--- src/dfd_sqrt_cell.sv ---
// dfd_sqrt_cell: one radix-2 restoring square root step with an elastic output register.
// No dependencies; chained DATA_WIDTH times by the top level.
module dfd_sqrt_cell #(
  parameter int DATA_WIDTH = 32,
  parameter int SIDE_W     = 66
) (
  input  logic                      clk_i,
  input  logic                      rst_ni,
  input  logic                      valid_i,
  output logic                      ready_o,
  input  logic [2*DATA_WIDTH-1:0]   rad_i,
  input  logic [DATA_WIDTH:0]       rem_i,
  input  logic [DATA_WIDTH-1:0]     root_i,
  input  logic [SIDE_W-1:0]         side_i,
  output logic                      valid_o,
  input  logic                      ready_i,
  output logic [2*DATA_WIDTH-1:0]   rad_o,
  output logic [DATA_WIDTH:0]       rem_o,
  output logic [DATA_WIDTH-1:0]     root_o,
  output logic [SIDE_W-1:0]         side_o
);

  localparam int DW = DATA_WIDTH;

  logic              valid_q;
  logic              load;
  logic [DW+2:0]     cand, trial, diff;
  logic              take;
  logic [2*DW-1:0]   rad_q;
  logic [DW:0]       rem_q;
  logic [DW-1:0]     root_q;
  logic [SIDE_W-1:0] side_q;

  assign ready_o = ~valid_q | ready_i;
  assign load    = ready_o & valid_i;

  // bring down the next two radicand bits and try root*4+1
  assign cand  = {rem_i, rad_i[2*DW-1 -: 2]};
  assign trial = {1'b0, root_i, 2'b01};
  assign take  = (cand >= trial);
  assign diff  = cand - trial;

  always_ff @(posedge clk_i or negedge rst_ni) begin
    if (!rst_ni) begin
      valid_q <= 1'b0;
    end else if (ready_o) begin
      valid_q <= valid_i;
    end
  end

  always_ff @(posedge clk_i) begin
    if (load) begin
      rad_q  <= {rad_i[2*DW-3:0], 2'b00};
      rem_q  <= take ? diff[DW:0] : cand[DW:0];
      root_q <= {root_i[DW-2:0], take};
      side_q <= side_i;
    end
  end

  assign valid_o = valid_q;
  assign rad_o   = rad_q;
  assign rem_o   = rem_q;
  assign root_o  = root_q;
  assign side_o  = side_q;

  assert property (@(posedge clk_i) disable iff (!rst_ni)
    valid_q |-> (rem_q <= {root_q, 1'b0}))
    else $error("sqrt remainder exceeds twice the partial root");

endmodule

--- config.mk ---
export PLATFORM = sky130hd
export DESIGN_NAME = dfd_sqrt_cell
export DESIGN_NICKNAME = d
export VERILOG_FILES = /design/src/dfd_sqrt_cell.sv
export SDC_FILE = /design/constraint.sdc
export NUM_CORES = 1
export LEC_CHECK = 0
export BUFFER_PORTS_ARGS = -buffer_cell sky130_fd_sc_hd__clkbuf_2
export CORE_MARGIN = 10
export CORE_UTILIZATION = 27
export CTS_BUF_LIST = sky130_fd_sc_hd__clkbuf_4 sky130_fd_sc_hd__clkbuf_8
export CTS_CLUSTER_SIZE = 28
export DETAILED_ROUTE_END_ITERATION = 16
export PLACE_DENSITY = 0.63
export SYNTH_ARGS = -nofsm -noshare
export SYNTH_HDL_FRONTEND = slang
export SYNTH_SLANG_ARGS = --single-unit
--- constraint.sdc ---
create_clock -name clk_i -period 7 [get_ports clk_i]
set_clock_uncertainty 0.15 [all_clocks]
set_input_delay 0.35 -clock clk_i [delete_from_list [all_inputs] [get_ports clk_i]]
set_output_delay 0.35 -clock clk_i [all_outputs]
set_load 0.01 [all_outputs]
# Word level (Yosys, flattened, before mapping)
# Cells that the tools add are included.
# Widths: inputs -> output; s select.
# word_totals
memories	0
latchBits	0
mem_bits_ro	0
reg_bits	194
ramBits	0
in_bits	199
# classes
mul	0
n_mux	1
n_eq_ne	0
bitwise	3
magnitude_cmp	1
reduce_logical	0
shifts	0
div	0
n_addsub	1
# ops
op	count
$ge 35x34->1	1
$mux 33	1
$sub 33x33->33	1
$and 1x1->1	1
$not 1->1	1
$or 1x1->1	1

# Longest topological paths before layout
# depth
depth_word	3
ltp_mapped	14

# Least setup slack after synthesis
# No wires, ideal clock.
# synth_path
path_kind	register to register
startpoint	register valid_q (netlist: valid_o)
endpoint	register rad_q[10] (netlist: rad_o[10]) (enable)
stages_incl_launch_ff	3
setup_slack_ns	1.263
arrival_time_ns	5.009
period_less_slack_ns	5.737
cell_sequence	dfrtp_1 -> nand2b_1 -> and2_1
# synth_via
elab_chain_cells	3
# synth_rtl
element	line	text
start: declaration	25	logic valid_q;
start signal: assignment	47	valid_q <= valid_i;
$not 1->1	34	assign ready_o = ~valid_q | ready_i;
$or 1x1->1	34	
named net ready_o	10	output logic ready_o,
$and 1x1->1	35	assign load = ready_o & valid_i;
named net load	26	logic load;
end signal: assignment	53	rad_q <= {rad_i[2*DW-3:0], 2'b00};
end: declaration	29	logic [2*DW-1:0] rad_q;
# The timed path passes the listed nets, and every way through them passes these cells.
# A chain may end at the register's enable or synchronous reset.

# Final worst setup path
# layout_path
startpoint	input root_i[0]
endpoint	register rem_q[23] (netlist: rem_o[23]), data pin
# layout_via
elab_chain_cells	2
# layout_rtl
element	line	text
start: declaration	13	input logic [DATA_WIDTH-1:0] root_i,
$sub 33x33->33 / $ge 35x34->1 (equally long branches)	41, 40	
$mux 33 *	54	rem_q <= take ? diff[DW:0] : cand[DW:0];
end signal: assignment	54	
end: declaration	30	logic [DW:0] rem_q;
# Mark *: on every way between the ends. The rest lies on a longest branch, timed or not.

==> metrics.csv <==
metric,value,unit
critPathLaunchType,primary input,
ctsRootBufferMaster,clkbuf_8,
gp_congestion,0.7928,
cts-buffers-inserted,17,
synth_edf_count,193,
antenna_left,0,
synthTopCellsByArea,"edfxtp_1 (71%), ha_1 (5.2%), a21oi_1 (3.4%), xnor2_1 (2.0%), nor2_1 (1.9%)",
crit_arrival,4.11,ns
syn-instance-count,558,
slew-limit-headroom,0.3939,
die_w,193.5,um
fin_ws,2.988,ns
grt_pass1_vias,7187,
grt.total_usage,0.1559,
yosysSeqAreaShare,0.7164,
path_clk_slew,0.11,ns
tns,0,ns
fmax,249.3,MHz
ys.flop_type,edfxtp_1,
antenna_found_initial,4,
ys_ff_latch,194,
max-cap-violations,0,
design.die.area,37430,um2
critPathKind,primary input to register,
leakage,5.469,nW
rsz0062_at_grt,no,
firstDrtPassIters,4,
yosysTopAreaCell,edfxtp_1,
post_cts_resized,0,
finalMaxSlewViolations,0,
yosysWarnings,0,
place_ws,2.938,ns
drive_above_1_share,0.3854,
worstMarginPinSlew,0.9091,ns
synthMostInstantiatedCell,edfxtp_1,
wl,30110,um
power.density,209.5,nW/um2
yosys-top-cells-count,"edfxtp_1 (193), a21oi_1 (56), nor2_1 (42), inv_1 (39), ha_1 (34)",
num_vias,6774,
outcome,finished clean,
ios,396,
drc,0,
die_h,193.5,um
coreArea,29640,um2
wire_per_inst,19.66,um
cts_tree,built,
synth_area,8125,um2
htree_levels,4,
yosysTopAreaCellShare,0.7133,
final_nets,1359,
critPathRequiredTime,7.10,ns
period_needed,4.012,ns
synthArstFlopShare,0.005155,
clockBufferDepth,2,
final.period_utilization,0.5731,
final_hold_viol_count,0,
critPathMaxFanout,40,
start_util,0.2741,
grt_max_degree,73,
dp_hpwl,22620,um
ys_types,49,
hp-class,primary input to register,
setup_viol,0,
cp-end-kind,register,
overflow,0,
num_rows,63,
cts_sinks,194,
drt_iter0_markers,279,
avgViaCountPerCell,4.425,
ir_worst_vdd,0.09253,mV
grt_pass1_wl,44850,um
avgSynthCellArea,14.56,um2
areaGrowthSynthToFinish,54.99,%
worst_skew_pair.late_latency,0.49,ns
port_buffers,393,
## area by class of cell
type	instances	area [um2]
clock inverters	13	121.4
inverters	39	146.4
flip-flops and latches	194	5821
well taps	390	488.0
clock buffers	19	249.0
fillers	2749	17050
multi-input cells	308	2072
repair buffers	566	3691
diodes	2	5.005
## power breakdown
group          leakage, nW  internal (W)  switching [W]
Combinational         3.43      0.000240       0.000283
Sequential            1.85       0.00137      0.0000203
Clock                0.193      0.000296       0.000424
Total                 5.47       0.00191       0.000728
## per-stage QoR
step                      power (W)  hold WS [ns]    util  cells  instance area [um2]
after floorplan            0.001675      -0.09559       -    559                 8129
after global placement     0.001858      -0.02356  0.3548   1327                10520
final                      0.002638       0.04168  0.4249   1531                12590
after CTS                  0.002672      0.002039  0.4247   1529                12590
after detailed placement   0.001866      -0.02149  0.3548   1327                10520
after global routing       0.002767       0.01235  0.4248   1530                12590
## placed cells by master, fill, tap and decap left out, types with 2 or more instances in the layout
master           n
nor2_1          42
o21a_1           8
ha_1            34
mux2_2           7
nand2b_1         6
a221o_1          3
a21oi_2          2
o21bai_1         6
dlygate4sd3_1  170
edfxtp_1       193
nand3_1          8
a211oi_1         3
nand2_1         28
a31oi_1          5
nor3_1           5
a41oi_1          2
clkinv_1         3
conb_1           2
inv_1           39
a21oi_1         56
clkbuf_2       393
a211oi_2         2
inv_6            5
diode_2          2
clkbuf_4         2
xnor2_1         19
a21o_1           9
o21ai_0         20
nand4_1          6
a221oi_1         2
xor2_1           9
o31ai_1          2
o211ai_1         2
buf_4            3
inv_8            2
clkbuf_8        17
and3_1           3
## repair_timing
item,4_1_cts,5_1_grt
setup buffers,0,0
hold buffers,170,0
endpoints found under the hold margin,168,0
## state kept, by name (all words and copies together) (netlist names)
register,count
side_o,66
rad_o,62
rem_o,33
root_o,32
valid_o,1
## path summary, 6_finish.rpt
path,startpoint,end,slack [ns],depth (start not counted)
max in group asynchronous,rst_ni,valid_o$_DFFE_PN0N_,6.05,3
min reg2reg,valid_o$_DFFE_PN0N_,rad_o[22]$_DFFE_PP_,0.94,2
max,root_i[0],rem_o[23]$_DFFE_PP_,2.99,13
min,rem_i[10],rem_o[12]$_DFFE_PP_,0.04,3
max reg2reg,valid_o$_DFFE_PN0N_,rem_o[27]$_DFFE_PP_,4.42,3
min in group asynchronous,rst_ni,valid_o$_DFFE_PN0N_,0.55,3
## cells by family (layout without fill, tap and decap cells)
family          Yosys count  in the layout  synth area share
flops                   194            194            0.7164
mux                       7              7          0.009702
compound gates          131            131            0.1018
buf+inv                  57            637           0.03034
simple gates            106            106           0.05883
xor+xnor                 28             28           0.03018
other cells               1              4         0.0004615
fa+ha+maj                34             34           0.05236
## metal layers
metal,wire length [um],global-route usage
met3,2106,0.05567
met2,15780,0.2834
met5,27,0
met4,500,0.04235
met1,11690,0.1664
## worst max-delay path, stage by stage
cell and delay [ns]:
dlygate4sd3_1 0.53, clkbuf_2 0.12, inv_1 0.04, ha_1 0.33, o21ai_0 0.16, a211oi_2 0.44
nand2_1 0.17, a221o_1 0.35, a21oi_1 0.17, a21oi_1 0.14, o21ai_4 0.44, buf_4 0.47
mux2_2 0.39
No activity file was read; power rests on OpenSTA's default activity.
