[src/dfd_pkg.sv]
// dfd_pkg: shared types and constant functions for the drag force block.
// No dependencies; imported by the register file and the top level.
package dfd_pkg;

  typedef enum logic {
    REG_LINEAR_COEFF    = 1'b0,
    REG_QUADRATIC_COEFF = 1'b1
  } reg_idx_e;

  // APB data bus width for a given datapath width
  function automatic int bus_width(int dw);
    return (dw > 32) ? 64 : 32;
  endfunction

  // APB address width: two registers at stride 4 or 8
  function automatic int addr_width(int dw);
    return (dw > 32) ? 4 : 3;
  endfunction

endpackage

[src/dfd_apb_regs.sv]
// dfd_apb_regs: APB register file holding the linear and quadratic drag coefficients.
// Depends on dfd_pkg.
module dfd_apb_regs #(
  parameter int DATA_WIDTH = 32
) (
  input  logic                                          clk_i,
  input  logic                                          rst_ni,
  input  logic                                          psel,
  input  logic                                          penable,
  input  logic                                          pwrite,
  input  logic [dfd_pkg::addr_width(DATA_WIDTH)-1:0]    paddr,
  input  logic [dfd_pkg::bus_width(DATA_WIDTH)-1:0]     pwdata,
  output logic [dfd_pkg::bus_width(DATA_WIDTH)-1:0]     prdata,
  output logic                                          pready,
  output logic [DATA_WIDTH-1:0]                         linear_coeff_o,
  output logic [DATA_WIDTH-1:0]                         quadratic_coeff_o
);
  import dfd_pkg::*;

  localparam int BusW  = bus_width(DATA_WIDTH);
  localparam int AddrW = addr_width(DATA_WIDTH);

  logic [DATA_WIDTH-1:0] linear_coeff_q;
  logic [DATA_WIDTH-1:0] quadratic_coeff_q;
  reg_idx_e              idx;
  logic                  wr_en;

  assign idx    = reg_idx_e'(paddr[AddrW-1]);
  assign wr_en  = psel & penable & pwrite;
  assign pready = 1'b1;

  always_ff @(posedge clk_i or negedge rst_ni) begin
    if (!rst_ni) begin
      linear_coeff_q    <= '0;
      quadratic_coeff_q <= '0;
    end else if (wr_en) begin
      unique case (idx)
        REG_LINEAR_COEFF:    linear_coeff_q    <= pwdata[DATA_WIDTH-1:0];
        REG_QUADRATIC_COEFF: quadratic_coeff_q <= pwdata[DATA_WIDTH-1:0];
        default:             linear_coeff_q    <= linear_coeff_q;
      endcase
    end
  end

  always_comb begin
    prdata = '0;
    unique case (idx)
      REG_LINEAR_COEFF:    prdata = BusW'(linear_coeff_q);
      REG_QUADRATIC_COEFF: prdata = BusW'(quadratic_coeff_q);
      default:             prdata = '0;
    endcase
  end

  assign linear_coeff_o    = linear_coeff_q;
  assign quadratic_coeff_o = quadratic_coeff_q;

endmodule

[config.mk]
export PLATFORM = sky130hd
export DESIGN_NAME = dfd_apb_regs
export DESIGN_NICKNAME = d
export VERILOG_FILES = /design/src/dfd_pkg.sv /design/src/dfd_apb_regs.sv
export SDC_FILE = /design/constraint.sdc
export NUM_CORES = 1
export LEC_CHECK = 0
export ABC_AREA = 1
export BUFFER_PORTS_ARGS = -buffer_cell sky130_fd_sc_hd__buf_2
export CORE_MARGIN = 2
export CORE_UTILIZATION = 42
export DETAILED_ROUTE_END_ITERATION = 8
export GPL_ROUTABILITY_DRIVEN = 0
export GPL_TIMING_DRIVEN = 0
export MAX_ROUTING_LAYER = met4
export PLACE_DENSITY = 0.76
export SLEW_MARGIN = 10
export SYNTH_ARGS = -nofsm -noshare
export SYNTH_HDL_FRONTEND = slang
export SYNTH_SLANG_ARGS = --single-unit
[constraint.sdc]
create_clock -name clk_i -period 0.8 [get_ports clk_i]
set_clock_uncertainty 0.1 [all_clocks]
set_input_delay 0.08 -clock clk_i [delete_from_list [all_inputs] [get_ports clk_i]]
set_output_delay 0.08 -clock clk_i [all_outputs]
set_load 0.05 [all_outputs]
Word-level counts from Yosys, hierarchy flattened
Cells that the tools add are included.

Input bits: 40. Register bits: 64. Logic and storage cells: 8. Output and inout port bits: 97.

Multiplexer cells: 1. Bitwise gates (word level): 3. Reductions and logical operators: 2.

Operator list (count): $pmux W32 S2 (1); $reduce_and A2 Y1 (2); $and A1 B1 Y1 (2); $not A1 Y1 (1).

Depth between registers and ports, before layout
Word-level depth: 3. Depth in mapped cells: 5. Gate-level depth less buffers: 4.

Worst setup path before layout
OpenSTA, ideal clock, no wires.

Path type: reg-to-output. Start: reg quadratic_coeff_q[0] (netlist: quadratic_coeff_o[0]). End: out prdata[0] (netlist name). Stages on the path, launching flop included: 3. Buffers on the path: 0. Arrival time: 1.074 ns. Slack: -0.454 ns. Data required time: 0.620 ns. Cells stage by stage: dfrtp_1 -> nand2_1 -> nand2_1.

Longest elaborated chain between the ends: 1.

RTL lines: start: declaration (RTL line dfd_apb_regs.sv:24) `logic [DATA_WIDTH-1:0] quadratic_coeff_q;`; start signal: assignment (RTL line dfd_apb_regs.sv:39) `REG_QUADRATIC_COEFF: quadratic_coeff_q <= pwdata[DATA_WIDTH-1:0];`; $pmux W32 S2 (RTL line dfd_apb_regs.sv:47) `unique case (idx)`; end: declaration (RTL line dfd_apb_regs.sv:13) `output logic [dfd_pkg::bus_width(DATA_WIDTH)-1:0] prdata,`.

No other way between the ends.

Worst setup path after layout
Same ends and word-level chain as after synthesis.

==> summary.txt <==
Status
  • Status: complete, but fails checks
  • Violated checks: hold timing, setup timing

Drt
  • DRT antenna net count: 0
  • DRT Wirelength: 12200 um
  • Via-to-Cell Ratio: 5.20
  • Initial DRC count: 197
  • Via count: 3568
  • Wire per inst: around 18 um
  • Drt drc: 0
  • First-pass iteration count of the detailed router: 5

Synthesis
  • Post-Synth Adder-Cell Area: 0%
  • Post-synthesis simple-gate area fraction: 39.5%
  • Register area share after synthesis: 53.1%
  • Synth Cell Area: 3020 sq um
  • Seq cells post-synth: 64
  • Synth area leaders: dfrtp_1 (53%), nand2_1 (28%), nand3_1 (11%), buf_6 (4.9%), buf_2 (1.5%)
  • Top cell type's share of synthesized area: between 50% and 60%
  • Dominant cell by count in the synthesized netlist: nand2_1
  • Mean post-synth cell area: 7.82 sq um
  • Distinct cells, synth: 13
  • Post-synthesis mux area share: 0%
  • Post-synthesis xor/xnor area fraction: 0%
  • Yosys warnings: 0
  • Area leader, netlist: dfrtp_1
  • Post-synthesis compound-gate area fraction: 0%
  • Mapped Nets: 426
  • Top_reg_cell synth: dfrtp_1
  • Largest family of logic cells by synthesized area: simple AND/OR/NAND/NOR gates
  • EDFF count, synth: 0
  • Synth Instances: 386
  • Top post-synthesis cells by count: nand2_1 (224), dfrtp_1 (64), nand3_1 (64), buf_6 (13), buf_2 (9)
  • FFs w/ async S/R, synth: 100%

Final layout
  • Share of layout cells above drive strength 1: 65.4%
  • Number of nets in the layout: 627
  • Area grow syn2layout: 95.8%
  • Filler cell count: 360
  • Final Util: roughly 86%

GRT
  • Pin count of the biggest net entering global routing: 65
  • Vias in the first global route: approximately 3500
  • Initial antenna violation count: 0
  • GR Overflow Total: 0
  • Global-route wire length before repair: 17200 um
  • Total track usage: 30.2%

Job
  • # Max-Cap Violations: 0

STA
  • RSZ-0062 raised after global routing: true
  • Final Hold Vio Count: 64
  • Slew margin rel.: 45.3%
  • Period minus WS final: 1.25 ns
  • Worst-Margin Slew: 0.821 ns
  • Setup ws final: -0.449 ns
  • Final period util: 156%
  • Final TNS setup: -36.06 ns
  • Hold slack: -0.257 ns
  • Final setup fails: 115
  • Fmax: about 800 MHz
  • Final Slew Violations: 0

Clock tree
  • Maximum clock insertion buffer count: 2
  • CTS tree: done
  • H-tree Lvls: 3
  • Clock tree sinks: 64
  • Clk_lat worst skew: 0.32 ns
  • CTS Hold Bufs: 32
  • CTS Buf Count: 9
  • Clk pin slew, worst setup/hold paths: 0.06 ns
  • CTS root buf: clkbuf_8

Floorplanning
  • Initial Utilization: 43.9%
  • Die Area: 7880 sq um
  • DIE WIDTH: 88.8 um
  • Row count: 30
  • Core ar.: a little under 7000 sq um
  • IO Count: 137
  • Chip Height: approximately 89 um

Placed design
  • HPWL after DPL: between 6000 and 7000 um
  • Port Buffer Count: 133

Critical path
  • Crit path DAT: roughly 1.1 ns
  • Critical path type: flop to output pin
  • FF-to-FF path depth: 4
  • CP Max Fanout: 3
  • Reg-to-Reg Start: linear_coeff_o[16]$_DFFE_PN0P_
  • Worst Setup SP: quadratic_coeff_o[0]$_DFFE_PN0P_
  • CP Capture Type: output pin
  • CP Data Required Time: 0.62 ns
  • Reg2Reg Setup Slack: -0.17 ns
  • R2R Path End: linear_coeff_o[16]$_DFFE_PN0P_
  • CP Launch Type: flop

Pwr
  • Combinational power share: between 50% and 60%
  • Final Power: 15.6 mW
  • Pwr dens: 2630 nW/um^2
  • Worst VDD drop: 1.55 mV
  • Clk network pwr share: approximately 16%
  • Pint: 8.44 mW
  • Switching share of power: 45.7%
  • Flop pwr share: 30.4%
  • Leakage: 2.91 nW
  • Sw power: 7.11 mW

Min path
  • Hold WC Path Type: primary input to asynchronous set/reset pin
cell families (layout without fill, tap and decap cells):
| family | count (synthesis) | in the layout |
|---|---|---|
| simple gates | 292 | 292 |
| flops | 64 | 64 |
| buf+inv | 29 | 232 |
| other cells | 1 | 2 |
flip-flops by register name, summed over array words and instances (netlist names):
signal	flops
quadratic_coeff_o	32
linear_coeff_o	32
layout by cell type (no fill, tap or decap):
| cell type | instances |
|---|---|
| buf_8 | 35 |
| diode_2 | 1 |
| buf_4 | 7 |
| buf_12 | 1 |
| nand2_4 | 34 |
| conb_1 | 1 |
| dfrtp_2 | 64 |
| nand3_1 | 63 |
| clkbuf_8 | 11 |
| inv_2 | 1 |
| buf_2 | 39 |
| buf_6 | 101 |
| nand3_2 | 1 |
| inv_1 | 1 |
| clkbuf_4 | 2 |
| clkinv_2 | 1 |
| nand2_1 | 104 |
| dlygate4sd3_1 | 32 |
| nor2_4 | 1 |
| nand2_2 | 87 |
| clkbuf_1 | 1 |
| nand4_1 | 2 |
layer usage:
metal | vias to the layer above | share of wire, % | global-route usage, % | wire [um]
li1 | 1606 | - | - | -
met1 | 1729 | 37 | 35.6 | 4490
met2 | 190 | 53 | 51.9 | 6450
met3 | 43 | 6.7 | 5.60 | 819
met4 | 0 | 3.3 | 10.1 | 402
met5 | - | 0 | - | 0
critical path, stage by stage, from the launching register on:
cell     delay, ns
dfrtp_2       0.45
nand2_2       0.11
nand2_4       0.05
buf_6         0.14
per-stage QoR:
stage | worst slack, ns | cells | area, sq um
global placement | -0.760 | 615 | 4210
floorplan | -0.185 | 386 | 3420
finish | -0.449 | 686 | 5910
global route | -0.482 | 685 | 5910
CTS | -0.437 | 665 | 5450
detailed placement | -0.692 | 615 | 4210
worst max-delay path by stage:
stage / slack (ns) / cells after the start / endpoint
finish: -0.45 / 3 / prdata[0]
global route: -0.48 / 3 / prdata[31]
CTS: -0.44 / 3 / prdata[18]
detailed placement: -0.69 / 6 / prdata[28]
global placement: -0.76 / 1 / quadratic_coeff_o[22]$_DFFE_PN0P_
floorplan: -0.19 / 5 / prdata[23]
power by group through the flow:
stage / registers, mW / logic, mW / clock network, mW
after global placement: 4.54 / 5.79 / 0
after global routing: 4.79 / 8.70 / 2.63
after floorplan: 6.67 / 2.40 / 0
after detailed placement: 4.56 / 5.88 / 0
final: 4.74 / 8.36 / 2.46
after CTS: 4.71 / 7.39 / 2.44
final cells by class:
type	count	area [sq um]	area share, %
timing repair buffer	190	2010	33.9
sequential	64	1680	28.5
multi-input combinational	293	1670	28.3
buffer	27	260	4.40
clock buffer	12	155	2.63
tap	96	120	2.03
inverter	2	7.51	0.127
clock inverter	1	5.00	0.0847
antenna	1	2.50	0.0424
repair_timing:
| item | CTS | global route |
|---|---|---|
| resized for setup | 238 | 95 |
| hold endpoints to repair | 128 | 64 |
| setup buffers | 5 | 21 |
| setup endpoints to repair | 126 | 156 |
| pin swaps | 26 | 36 |
| gates cloned | 0 | 0 |
Power figures use the tool's default switching activity.
