## config.mk

```make
export PLATFORM = sky130hd
export DESIGN_NAME = dfd_square_front_flat
export DESIGN_NICKNAME = d
export VERILOG_FILES = /design/src/dfd_if.sv /design/src/dfd_square_front.sv /design/src/flat_wrapper.sv
export SDC_FILE = /design/constraint.sdc
export NUM_CORES = 2
export LEC_CHECK = 0
export BUFFER_PORTS_ARGS = -buffer_cell sky130_fd_sc_hd__clkbuf_2
export CORE_MARGIN = 4
export CORE_UTILIZATION = 30
export DETAILED_ROUTE_END_ITERATION = 10
export PLACE_DENSITY = 0.44
export SYNTH_ARGS = -nofsm -noshare
export SYNTH_HDL_FRONTEND = slang
export SYNTH_SLANG_ARGS = --single-unit
```

## constraint.sdc

```tcl
create_clock -name clk_i -period 8.4 [get_ports clk_i]
set_clock_uncertainty 0.15 [all_clocks]
set_input_delay 0.84 -clock clk_i [delete_from_list [all_inputs] [get_ports clk_i]]
set_output_delay 0.84 -clock clk_i [all_outputs]
set_load 0.01 [all_outputs]
```

## src/dfd_if.sv

```systemverilog
// dfd_vel_if / dfd_force_if: valid/ready channels for velocity items and force results.
// No dependencies.
interface dfd_vel_if #(
  parameter int DATA_WIDTH = 32
);
  logic                         valid;
  logic                         ready;
  logic signed [DATA_WIDTH-1:0] vel_x;
  logic signed [DATA_WIDTH-1:0] vel_y;

  modport source (output valid, vel_x, vel_y, input ready);
  modport sink   (input valid, vel_x, vel_y, output ready);
endinterface


```

## src/dfd_square_front.sv

```systemverilog
// dfd_square_front: magnitude split, squaring and sum of squares, three elastic stages.
// Depends on dfd_if.
module dfd_square_front #(
  parameter int DATA_WIDTH = 32
) (
  input  logic                      clk_i,
  input  logic                      rst_ni,
  dfd_vel_if.sink                   vel_i,
  output logic                      valid_o,
  input  logic                      ready_i,
  output logic [2*DATA_WIDTH-1:0]   rad_o,
  output logic [2*DATA_WIDTH+1:0]   side_o
);

  localparam int DW    = DATA_WIDTH;
  localparam int SideW = 2 * DW + 2;

  logic [2:0] v_q;
  logic [2:0] rdy;
  logic [2:0] v_in;

  logic [DW-1:0]    vx_u, vy_u;
  logic [DW-1:0]    mag_x_d, mag_y_d;
  logic [SideW-1:0] side0_q, side1_q, side2_q;
  logic [2*DW-1:0]  sq_x_q, sq_y_q;
  logic [2*DW-1:0]  rad_q;

  assign rdy[2] = ~v_q[2] | ready_i;
  assign rdy[1] = ~v_q[1] | rdy[2];
  assign rdy[0] = ~v_q[0] | rdy[1];
  assign v_in   = {v_q[1:0], vel_i.valid};

  assign vel_i.ready = rdy[0];

  always_ff @(posedge clk_i or negedge rst_ni) begin
    if (!rst_ni) begin
      v_q <= '0;
    end else begin
      for (int i = 0; i < 3; i++) begin
        if (rdy[i]) begin
          v_q[i] <= v_in[i];
        end
      end
    end
  end

  assign vx_u    = vel_i.vel_x;
  assign vy_u    = vel_i.vel_y;
  assign mag_x_d = vx_u[DW-1] ? (~vx_u + DW'(1)) : vx_u;
  assign mag_y_d = vy_u[DW-1] ? (~vy_u + DW'(1)) : vy_u;

  // side layout: {neg_x, neg_y, mag_x, mag_y}
  always_ff @(posedge clk_i) begin
    if (rdy[0] && v_in[0]) begin
      side0_q <= {vx_u[DW-1], vy_u[DW-1], mag_x_d, mag_y_d};
    end
    if (rdy[1] && v_in[1]) begin
      sq_x_q  <= side0_q[2*DW-1:DW] * side0_q[2*DW-1:DW];
      sq_y_q  <= side0_q[DW-1:0] * side0_q[DW-1:0];
      side1_q <= side0_q;
    end
    if (rdy[2] && v_in[2]) begin
      rad_q   <= sq_x_q + sq_y_q;
      side2_q <= side1_q;
    end
  end

  assign valid_o = v_q[2];
  assign rad_o   = rad_q;
  assign side_o  = side2_q;

endmodule

```

## src/flat_wrapper.sv

```systemverilog
// flat-port wrapper written by rule: the top's interface ports become plain ports
module dfd_square_front_flat 
#(
  parameter int DATA_WIDTH = 32
)
  (clk_i, rst_ni, valid_o, ready_i, rad_o, side_o, vel_i_valid, vel_i_vel_x, vel_i_vel_y, vel_i_ready);
  dfd_vel_if #(.DATA_WIDTH(DATA_WIDTH)) vel_i_i ();
  input  logic clk_i;
  input  logic rst_ni;
  output logic valid_o;
  input  logic ready_i;
  output logic [2*DATA_WIDTH-1:0] rad_o;
  output logic [2*DATA_WIDTH+1:0] side_o;
  input wire logic [$bits(vel_i_i.valid)-1:0] vel_i_valid;
  input wire logic [$bits(vel_i_i.vel_x)-1:0] vel_i_vel_x;
  input wire logic [$bits(vel_i_i.vel_y)-1:0] vel_i_vel_y;
  output wire logic [$bits(vel_i_i.ready)-1:0] vel_i_ready;
  assign vel_i_i.valid = vel_i_valid;
  assign vel_i_i.vel_x = vel_i_vel_x;
  assign vel_i_i.vel_y = vel_i_vel_y;
  assign vel_i_ready = vel_i_i.ready;
  dfd_square_front #(.DATA_WIDTH(DATA_WIDTH)) u_core (.clk_i(clk_i), .rst_ni(rst_ni), .vel_i(vel_i_i), .valid_o(valid_o), .ready_i(ready_i), .rad_o(rad_o), .side_o(side_o));
endmodule
```

# Word level (Yosys, flattened, before mapping)
# Index checks and enable logic that the tools add are counted.
totals:
  regBits: 393
  output_inout_bits: 132
  elab_cells: 29
classes:
  n_addsub: 3
  mul: 2
  muxes: 2
  bitwise_logic: 8
  n_reduce_logical: 3
op_table:
  columns: ["operator", "n"]
  rows:
  - ["multiplier 32 x 32 -> 64 bit", 2]
  - ["adder 32 x 1 -> 32 bit (second input constant)", 2]
  - ["adder 64 bit", 1]
  - ["inverter 32 bit", 2]
  - ["two-way mux 31 bit", 2]
  - ["logical AND 1 bit", 3]
  - ["inverter 1 bit", 3]
  - ["bitwise OR 1 bit", 3]

# Longest topological paths before layout
depth:
  word_depth: 5
  depth_mapped: 31
  mapped_depth_nobuf: 29

# Worst setup path before layout
# No wires, ideal clock.
synth_path:
  path_kind: "register -> register"
  startpoint: "reg u_core.side0_q[7]"
  endpoint: "reg u_core.sq_y_q[63] (data pin)"
  arrival_time_ns: 7.382
  slack_ns: 0.608
  path_stages_with_launch: 28
  period_less_slack_ns: 7.792
  cell_sequence: "edfxtp_1 clkbuf_1 clkbuf_1 nand2_1 fa_1 inv_1 fa_1 fa_1 inv_1 fa_1 inv_1 fa_1 inv_1 fa_1 inv_1 fa_1 fa_1 ha_1 and3_1 buf_6 a41oi_1 a21boi_1 o31ai_4 a311o_4 a41oi_4 o21bai_2 a311oi_2 xnor2_1"
synth_via:
  elab_chain_cells: 1
synth_lines:
  columns: ["element", "line_no", "text"]
  rows:
  - ["start, declared", "dfd_square_front.sv:24", "logic [SideW-1:0] side0_q, side1_q, side2_q;"]
  - ["start signal, assigned", "dfd_square_front.sv:55", "side0_q <= {vx_u[DW-1], vy_u[DW-1], mag_x_d, mag_y_d};"]
  - ["multiplier 32 x 32 -> 64 bit", "dfd_square_front.sv:59", "sq_y_q <= side0_q[DW-1:0] * side0_q[DW-1:0];"]
  - ["end signal, assigned", "dfd_square_front.sv:59", null]
  - ["end, declared", "dfd_square_front.sv:25", "logic [2*DW-1:0] sq_x_q, sq_y_q;"]
# Every way passes these cells.
# A chain may end at the register's enable or synchronous reset.

# Final worst setup path
layout_path:
  startpoint: "reg u_core.side0_q[35]"
  endpoint: "reg u_core.sq_x_q[60] (data pin)"
layout_via:
  elab_chain_cells: 1
layout_lines:
  columns: ["element", "line_no", "text"]
  rows:
  - ["multiplier 32 x 32 -> 64 bit", "dfd_square_front.sv:58", "sq_x_q <= side0_q[2*DW-1:DW] * side0_q[2*DW-1:DW];"]
  - ["end signal, assigned", "dfd_square_front.sv:58", null]
  - ["end, declared", "dfd_square_front.sv:25", null]
# Every way passes these cells.

==> flow_metrics.py <==
metrics = {
    "yosys": {
        "syn_inst": 7455,
        "ys_async_sr_fraction_pct": 0.771,
        "synthAdderAreaFrac_pct": 53.1,
        "synth_warnings": 0,
        "avgSynthCellArea_sq_um": 10.1,
        "yosysTopAreaCellShare_pct": 42.1,
        "muxShareOfSynthArea_pct": 0.0830,
        "synth_compound_area_share_pct": 6.27,
        "synth_top_family_by_area": "adder cells",
        "synth_area_leaders": "fa_1 (42%), edfxtp_1 (15%), ha_1 (11%)",
        "synth_cell_types": 100,
        "netlist_area_sq_mm": 0.0754,
        "yosys.area_share.simple_pct": 10.2,
        "synth_flop_cell": "edfxtp_1",
        "synth.largest_area_cell": "fa_1",
        "synth-edff-count": 386,
        "synth_nets": 9769,
        "yosysMostFrequentCell": "inv_1",
        "synthTopCellsByCount": "inv_1 (1957), fa_1 (1585), ha_1 (661)",
        "ys_ff_latch": 389,
        "synth.yosys.seq_area_share_pct": 15.5,
        "yosys.area_share.xor_xnor_pct": 3.71,
    },
    "worst_setup_path": {
        "r2r-start": "u_core.side0_q[35]",
        "path_class": "flop to flop",
        "startpoint_type": "flop",
        "crit_arrival_ns": 8.44,
        "crit_top_cell": "fa_1",
        "crit_path_max_incr_delay_ns": 0.56,
        "cp.required_ns": 8.71,
        "slowest_stage": "fa_1",
        "cp-startpoint": "u_core.side0_q[35]",
        "crit_buf_inv": 8,
        "path_max_fanout": 25,
        "cp-end-kind": "flop",
        "cp_top_family": "adder cells",
    },
    "cells_and_area": {
        "areaGrowthSynthToFinish_pct": 11.0,
        "drive_gt1_share_pct": 8.45,
        "fin_area_sq_mm": 0.0837,
        "instances_no_fill": 11100,
        "fin_nets": 10000,
    },
    "grt": {
        "antenna_found_initial": 14,
        "grt_overflow": 0,
        "grt_pass1_vias": 57400,
        "grt_max_degree": 126,
        "track_usage_pct": 17.2,
        "grt_pass1_wl_microns": 343000,
    },
    "routing": {
        "wire_per_inst_microns": 19.7,
        "wl_met1_microns": 95400,
        "met3WireLength_microns": 6860,
        "wirelength_microns": 218000,
        "dr.max_layer_used": "met4",
        "dr_total_vias": 50400,
        "detail_route.first_pass.iterations": 5,
        "first_iter_violations": 2272,
        "via_per_inst": 4.55,
        "drc_errors": 0,
        "wl_met2_microns": 111000,
        "antenna_left": 0,
    },
    "timing": {
        "final-hold-violation-count": 0,
        "worstMarginPinSlew_ns": 1.06,
        "clock.fmax_mhz": 123,
        "relSlewSlack_pct": 29.6,
        "setup_tns_ns": 0,
        "finalCritPeriodShare_pct": 96.7,
        "setup_viol": 0,
        "drv_slew": 0,
        "fin_crit_ns": 8.12,
    },
    "clock_tree": {
        "cts-root-buf": "clkbuf_16",
        "cts_tree": "built",
        "cts_made_buffers": 52,
        "clkTransAtPathRegs_ns": 0.07,
        "clk_path_buf_depth": 3,
        "clock_latency_ns": 0.68,
        "htreeDepth": 2,
        "cts_sinks": 389,
    },
    "place": {
        "routabilityCongestion": 0.842,
        "place_hpwl_microns": 185000,
        "place_inst": 10900,
        "place_area_sq_mm": 0.0815,
        "portBuffers": 199,
    },
    "status": {
        "status": "complete, no violations",
    },
    "min_path": {
        "min_path_type": "primary input to flop",
        "worstHoldStart": "vel_i_vel_x[0]",
    },
    "die": {
        "row_count": 183,
        "start_util_pct": 30.2,
        "coreArea_sq_mm": 0.249,
        "die_h_microns": 509,
        "die_w_microns": 509,
        "die_area_sq_mm": 0.259,
        "ios": 200,
    },
    "job": {
        "max_cap_violations": 0,
    },
}
-- what timing repair did --
| item | 4_1_cts | 5_1_grt |
|---|---|---|
| setup endpoints to repair | 0 | 23 |
| endpoints found under the hold margin | 3 | 0 |
| gates resized for setup | 0 | 21 |
| hold buffers | 1 | 0 |
| setup buffers | 0 | 39 |
-- layout by cell type, fill, tap and decap left out, drive strengths merged, types with 27 or more instances in the layout --
cell type  count
nor2b         28
nand3         40
o31ai         27
xor2         121
nand2        638
and2         493
a31oi         31
fa          1585
nor2         159
edfxtp       386
a21o         110
buf          270
nand4         54
xnor2        198
o21bai        41
inv         1965
clkbuf       254
o21ai        130
ha           661
clkinv        27
a21oi        215
nor3          31
-- through the flow --
stage	setup slack, ns	hold slack, ns	util [%]
2_1_floorplan	0.608	0.250	-
3_3_place_gp	-0.0592	0.251	32.7
3_5_place_dp	0.0511	0.255	32.7
4_1_cts	0.00993	0.162	33.4
5_1_grt	-0.0281	0.201	33.6
6_report	0.279	0.235	33.6
-- state kept, by name, indices dropped and copies added, names as in the netlist --
register        count
u_core.v_q          3
u_core.side1_q     64
u_core.sq_y_q      63
u_core.side0_q     66
u_core.rad_o       64
u_core.sq_x_q      63
u_core.side_o      66
-- path summary, 6_finish.rpt --
kind / endpoint / slack [ns] / depth (start not counted)
worst max-delay path: u_core.sq_x_q[60] / 0.28 / 27
worst min-delay path: u_core.side0_q[32] / 0.23 / 1
worst max register to register: u_core.sq_x_q[60] / 0.28 / 27
worst min register to register: u_core.side_o[14] / 0.25 / 0
max in group asynchronous: u_core.v_q[1] / 7.62 / 2
min in group asynchronous: u_core.v_q[0] / 0.37 / 2
-- routing by layer --
metal | up-vias | track usage [%]
li1 | 23100 | -
met1 | 26300 | 22.9
met2 | 796 | 30.7
met3 | 174 | 1.44
met4 | 0 | 3.58
met5 | - | 0
-- logic make-up after synthesis --
group | after synthesis
AO/OA/AOI/OAI | 706
XOR/XNOR | 319
adder cells (fa/ha/maj) | 2246
buffers and inverters | 2240
flip-flops | 389
multiplexers | 6
AND/OR/NAND/NOR | 1549
-- final cells by class --
cell class / count / area [sq um]
fill: 25700 / 166000
timing repair buffer: 470 / 3440
inverter: 1959 / 7360
antenna: 6 / 15.0
multi-input combinational: 4826 / 55300
clock buffer: 55 / 1330
sequential: 389 / 11700
clock inverter: 42 / 367
tap: 3330 / 4170
-- worst reg2reg max path, cell delays in order (launching register included) --
cell      delay (ns)
edfxtp_1        0.42
buf_12          0.19
buf_4           0.23
nand2_1         0.13
inv_1           0.07
fa_1            0.50
fa_1            0.51
inv_1           0.05
fa_1            0.48
fa_1            0.54
inv_1           0.06
fa_1            0.48
fa_1            0.56
fa_1            0.42
fa_1            0.45
ha_1            0.41
nand2_1         0.16
o21ai_1         0.28
a311oi_2        0.16
buf_4           0.17
a21oi_1         0.16
o311ai_1        0.13
buf_4           0.19
a211o_1         0.34
nand2_1         0.10
a21oi_1         0.08
buf_4           0.16
o311ai_2        0.33
Power is not shown: default switching activity piles up to over one toggle a cycle in this logic, so the estimate is an artifact.
